--- config.mk ---
export PLATFORM = sky130hd
export DESIGN_NAME = h20sf_factor_sel
export DESIGN_NICKNAME = d
export VERILOG_FILES = /design/src/rtl/hex20_shape_function_eval_core_assert.svh /design/src/rtl/h20sf_pkg.sv /design/src/rtl/h20sf_factor_sel.sv
export SDC_FILE = /design/constraint.sdc
export NUM_CORES = 1
export LEC_CHECK = 0
export BUFFER_PORTS_ARGS = -buffer_cell sky130_fd_sc_hd__buf_2
export CAP_MARGIN = 10
export CORE_MARGIN = 3
export CORE_UTILIZATION = 29
export DETAILED_ROUTE_END_ITERATION = 8
export GPL_ROUTABILITY_DRIVEN = 1
export GPL_TIMING_DRIVEN = 0
export PLACE_DENSITY = 0.51
export SETUP_SLACK_MARGIN = 0.5
export SLEW_MARGIN = 40
export SYNTH_ARGS = -nofsm -noshare
export SYNTH_HDL_FRONTEND = slang
export SYNTH_SLANG_ARGS = --single-unit
--- constraint.sdc ---
create_clock -name vclk -period 13.7
set_input_delay 2.74 -clock vclk [all_inputs]
set_output_delay 2.74 -clock vclk [all_outputs]
set_load 0.005 [all_outputs]
--- src/rtl/hex20_shape_function_eval_core_assert.svh ---
// assertion macros for the hex20 shape function core
// expects i_clk and i_rst_n in the scope of use
`ifndef HEX20_SHAPE_FUNCTION_EVAL_CORE_ASSERT_SVH
`define HEX20_SHAPE_FUNCTION_EVAL_CORE_ASSERT_SVH
// same-cycle implication
`define H20SF_ASSERT_IMPL(lbl, ante, cons, msg) \
    lbl: assert property (@(posedge i_clk) disable iff (!i_rst_n) (ante) |-> (cons)) \
        else $error(msg);
// next-cycle implication
`define H20SF_ASSERT_NEXT(lbl, ante, cons, msg) \
    lbl: assert property (@(posedge i_clk) disable iff (!i_rst_n) (ante) |=> (cons)) \
        else $error(msg);
`endif

--- src/rtl/h20sf_pkg.sv ---
// types, codes and node table for the hex20 shape function core
// no dependencies
package h20sf_pkg;

    localparam int NODE_COUNT = 20;

    typedef struct packed {
        logic [1:0]         action;
        logic [4:0]         node;
        logic signed [15:0] r_coord;
        logic signed [15:0] s_coord;
        logic signed [15:0] t_coord;
    } t_in_beat;

    typedef struct packed {
        logic signed [31:0] value;
        logic               bad_request;
    } t_out_beat;

    typedef enum logic [1:0] {ACT_VALUE, ACT_DR, ACT_DS, ACT_DT} t_action;

    // final right shift applied to the exact product
    typedef enum logic [1:0] {SH_25, SH_26, SH_38, SH_39} t_shift;

    localparam logic signed [1:0] SG_P = 2'sb01;
    localparam logic signed [1:0] SG_M = 2'sb11;
    localparam logic signed [1:0] SG_Z = 2'sb00;

    // index 0 is r, 1 is s, 2 is t
    typedef logic [2:0][1:0] t_node_pos;

    // four factors whose product is the unscaled result
    typedef struct packed {
        logic signed [31:0] a;
        logic signed [17:0] b;
        logic signed [19:0] c;
        logic signed [19:0] d;
        t_shift             shift;
        logic               bad;
    } t_factors;

    function automatic t_node_pos node_pos(input logic [4:0] n);
        t_node_pos p;
        case (n)
            5'd0:    p = {SG_M, SG_M, SG_M};
            5'd1:    p = {SG_M, SG_M, SG_P};
            5'd2:    p = {SG_M, SG_P, SG_P};
            5'd3:    p = {SG_M, SG_P, SG_M};
            5'd4:    p = {SG_P, SG_M, SG_M};
            5'd5:    p = {SG_P, SG_M, SG_P};
            5'd6:    p = {SG_P, SG_P, SG_P};
            5'd7:    p = {SG_P, SG_P, SG_M};
            5'd8:    p = {SG_M, SG_M, SG_Z};
            5'd9:    p = {SG_M, SG_Z, SG_M};
            5'd10:   p = {SG_Z, SG_M, SG_M};
            5'd11:   p = {SG_M, SG_Z, SG_P};
            5'd12:   p = {SG_Z, SG_M, SG_P};
            5'd13:   p = {SG_M, SG_P, SG_Z};
            5'd14:   p = {SG_Z, SG_P, SG_P};
            5'd15:   p = {SG_Z, SG_P, SG_M};
            5'd16:   p = {SG_P, SG_M, SG_Z};
            5'd17:   p = {SG_P, SG_Z, SG_M};
            5'd18:   p = {SG_P, SG_Z, SG_P};
            5'd19:   p = {SG_P, SG_P, SG_Z};
            default: p = {SG_P, SG_P, SG_P};
        endcase
        return p;
    endfunction

endpackage

--- src/rtl/h20sf_factor_sel.sv ---
// first stage logic: node decode, linear terms and factor selection
// depends on h20sf_pkg
module h20sf_factor_sel import h20sf_pkg::*; (
    input  t_in_beat i_beat,
    output t_factors o_fac
);

    t_node_pos          pos;
    logic signed [15:0] crd [3];
    logic signed [1:0]  sg  [3];
    logic signed [16:0] sc  [3];
    logic signed [17:0] l   [3];
    logic signed [18:0] sum;
    logic signed [19:0] dlin;
    logic signed [31:0] sq;
    logic signed [31:0] q;
    logic [1:0]         z, o1, o2, dx, oth;
    logic               mid;

    always_comb begin
        pos    = node_pos(i_beat.node);
        crd[0] = i_beat.r_coord;
        crd[1] = i_beat.s_coord;
        crd[2] = i_beat.t_coord;
        for (int i = 0; i < 3; i++) begin
            sg[i] = pos[i];
            case (pos[i])
                SG_P:    sc[i] = 17'(crd[i]);
                SG_M:    sc[i] = -17'(crd[i]);
                default: sc[i] = '0;
            endcase
            l[i] = 18'sd8192 + 18'(sc[i]);
        end
        sum = 19'(sc[0]) + 19'(sc[1]) + 19'(sc[2]);

        mid = 1'b1;
        if (sg[0] == SG_Z) z = 2'd0;
        else if (sg[1] == SG_Z) z = 2'd1;
        else if (sg[2] == SG_Z) z = 2'd2;
        else begin
            z   = 2'd0;
            mid = 1'b0;
        end

        dx = i_beat.action - 2'd1;
        if (dx == 2'd3) dx = 2'd0;

        // the two axes other than the one picked
        if (mid) begin
            case (z)
                2'd0:    begin o1 = 2'd1; o2 = 2'd2; end
                2'd1:    begin o1 = 2'd2; o2 = 2'd0; end
                default: begin o1 = 2'd0; o2 = 2'd1; end
            endcase
        end else begin
            case (dx)
                2'd0:    begin o1 = 2'd1; o2 = 2'd2; end
                2'd1:    begin o1 = 2'd2; o2 = 2'd0; end
                default: begin o1 = 2'd0; o2 = 2'd1; end
            endcase
        end
        oth = (dx == o1) ? o2 : o1;

        sq   = 32'(crd[z]) * 32'(crd[z]);
        q    = 32'sd67108864 - sq;
        dlin = 20'(sum) + 20'(sc[dx]) - 20'sd8192;
        if (sg[dx] == SG_M) dlin = -dlin;

        o_fac.bad = (i_beat.node >= 5'(NODE_COUNT));
        o_fac.d   = 20'sd1;
        if (!mid) begin
            if (i_beat.action == ACT_VALUE) begin
                o_fac.a     = 32'(l[0]);
                o_fac.b     = l[1];
                o_fac.c     = 20'(l[2]);
                o_fac.d     = 20'(sum) - 20'sd16384;
                o_fac.shift = SH_39;
            end else begin
                o_fac.a     = 32'(l[o1]);
                o_fac.b     = l[o2];
                o_fac.c     = dlin;
                o_fac.shift = SH_26;
            end
        end else begin
            if (i_beat.action == ACT_VALUE) begin
                o_fac.a     = q;
                o_fac.b     = l[o1];
                o_fac.c     = 20'(l[o2]);
                o_fac.shift = SH_38;
            end else if (dx == z) begin
                o_fac.a     = 32'(l[o1]);
                o_fac.b     = l[o2];
                o_fac.c     = -(20'(crd[z]) <<< 1);
                o_fac.shift = SH_25;
            end else begin
                o_fac.a     = q;
                o_fac.b     = l[oth];
                o_fac.c     = 20'(sg[dx]);
                o_fac.shift = SH_25;
            end
        end
    end

endmodule

==> metrics.md <==
| Metric | Value |
|---|---|
| CTS Hold Buffers Added | 0 |
| Largest net degree at the start of global routing | 11 |
| Drt drc | 0 |
| Clkbuf count | 0 |
| Avg Cell Area, Syn | 7.447 µm² |
| M1 wire length | 38.70 mm |
| Net Count, Synth | 2953 |
| Post-synth cell types | 101 |
| Synth top area cells | fa_1 28%, ha_1 11%, inv_1 8.2% |
| Max-cap violations | 0 |
| Arr. time, crit path | 10270 ps |
| Max transition margin | 0.3524 |
| Area leader, netlist | fa_1 |
| Routability congestion estimate | 0.9885 |
| WP data required | 10960 ps |
| Die area | 66480 µm² |
| Fin. Hold Viols | 0 |
| Multi-input logic area | 17440 µm² |
| WL met2 | 40.66 mm |
| Std cell rows | 91 |
| Period utilization | 0.9495 |
| First-pass GRT wire length | 129.9 mm |
| First-pass iteration count of the detailed router | 5 |
| Slack of the critical path | 692.0 ps |
| Worst Tran Pin Value | 967.8 ps |
| Layout cell share with drive strength beyond 1 | 0.2011 |
| Filler cells | 6711 |
| Die Y | 257.8 µm |
| Detailed placement HPWL | 74.91 mm |
| Synthesized area | 18390 µm² |
| Area grow syn2layout | 21.54% |
| FF+latch count | 0 |
| CP startpoint kind | primary input |
| # port buffers | 147 |
| Slowest stage delay, CP | 550 ps |
| Yosys top cell area share | 0.2841 |
| Total of warnings raised by yosys | 0 |
| RSZ-0062 raised after global routing | true |
| Fmax | 76.88 MHz |
| Setup crit end kind | output port |
| Initial antenna violation count | 2 |
| GR Util All Layers | 0.2605 |
| CP max-delay cell | fa_1 |
| Layout Nets | 3200 |
| DR top layer | met5 |
| Ports | 148 |
| Vias | 19665 |
| Worst Hold Class | primary input to output port |
| Drt via density | 5.536 |
| Met3 WL post-DR | 7.361 mm |
| Most frequent cells in the layout | 384 x inv_1, 254 x fa_1, 226 x nand2_1, 217 x nor2_1, 157 x buf_2 |
| Crit path top cell by count | fa_1 |
| Vias in the first global route | 19436 |
| Starting Density | 0.2953 |
| Number of diodes | 0 |
| Initial DRC count | 1709 |
| Core Box Area | 62280 µm² |
| Most common cell after layout, fill and taps aside | inv_1 |
| Critical path class | primary input to output port |
| Final-report max-slew violation count | 0 |
| Worst-path maximum fanout | 10 |
| Final setup vio count | 0 |
| DRT Wirelength | 89.64 mm |
| WL/cell | 25.24 µm |
| Min cycle time layout | 13010 ps |
| FF/Latch Area | 0 µm² |
| Die W | 257.8 µm |
| Post-Syn Instances | 2470 |
| ANT nets after route | 0 |
| Worst slack, placed | -1829 ps |
| GR Overflow Total | 0 |
| Seq/Total Area, Yosys | 0 |
| Outcome | finished, final reports clean |
[per-stage QoR]
step	area [µm²]	cells	util	TNS, ps	hold WS, ps
after floorplan	18390	2470	-	0	5660
after global placement	20180	3454	0.3240	-30290	5922
after detailed placement	20280	3457	0.3257	-25670	5916
after CTS	21290	3499	0.3418	0	5886
after global routing	22360	3552	0.3589	0	5945
final	22360	3552	0.3589	0	5889
[cell families (layout without fill, tap and decap cells)]
group | count (synthesis) | after routing | share of synthesized area
and+or+nand+nor | 776 | 776 | 0.1942
adders and majority gates | 428 | 428 | 0.3977
buffers and inverters | 521 | 766 | 0.1111
xor gates and xnor gates | 123 | 123 | 0.05857
muxes | 32 | 32 | 0.01864
AOI/OAI and AO/OA | 590 | 590 | 0.2198
[cells in the mapped netlist (23+ instances only)]
master / number
xnor2_1: 81
a31oi_1: 34
o21ai_0: 120
nor2_1: 242
a21o_1: 27
or3_1: 23
nand2_1: 249
nor3_1: 56
a211oi_1: 37
a21oi_1: 121
o211ai_1: 44
clkbuf_1: 83
mux2i_1: 23
nand3_1: 59
inv_1: 400
fa_1: 261
ha_1: 167
xor2_1: 42
[worst max-delay path: cells and delay by family]
family	cells	cell delay, ps
adder cells (fa/ha/maj)	8	3640
AND/OR/NAND/NOR	4	550
AO/OA/AOI/OAI	10	2200
buffers and inverters	9	1140
[final cells by class]
class / count / area share
Multi-Input combinational cell: 1949 / 0.7799
Buffer: 115 / 0.03437
Timing Repair Buffer: 245 / 0.06946
Tap cell: 837 / 0.04685
Inverter: 406 / 0.06940
[metal layers]
metal  GRT usage  up-vias
li1            -     8855
met1      0.3589     9873
met2      0.4212      804
met3     0.04541      131
met4     0.06859        2
met5           0        -
[repair_timing]
item / in CTS / in global routing
pin swaps: 37 / 73
gates resized for setup: 183 / 168
setup buffers: 42 / 53
setup endpoints to repair: 34 / 29
[worst paths after layout]
| kind | cells past startpoint | slack [ps] | end | from |
|---|---|---|---|---|
| worst min-delay path | 4 | 5890 | o_fac[0] | i_beat[50] |
| worst max-delay path | 31 | 690 | o_fac[89] | i_beat[48] |
Power is left out: the tool's default activity adds up to more than one toggle a clock period on the data nets, which glitch-free logic cannot reach.
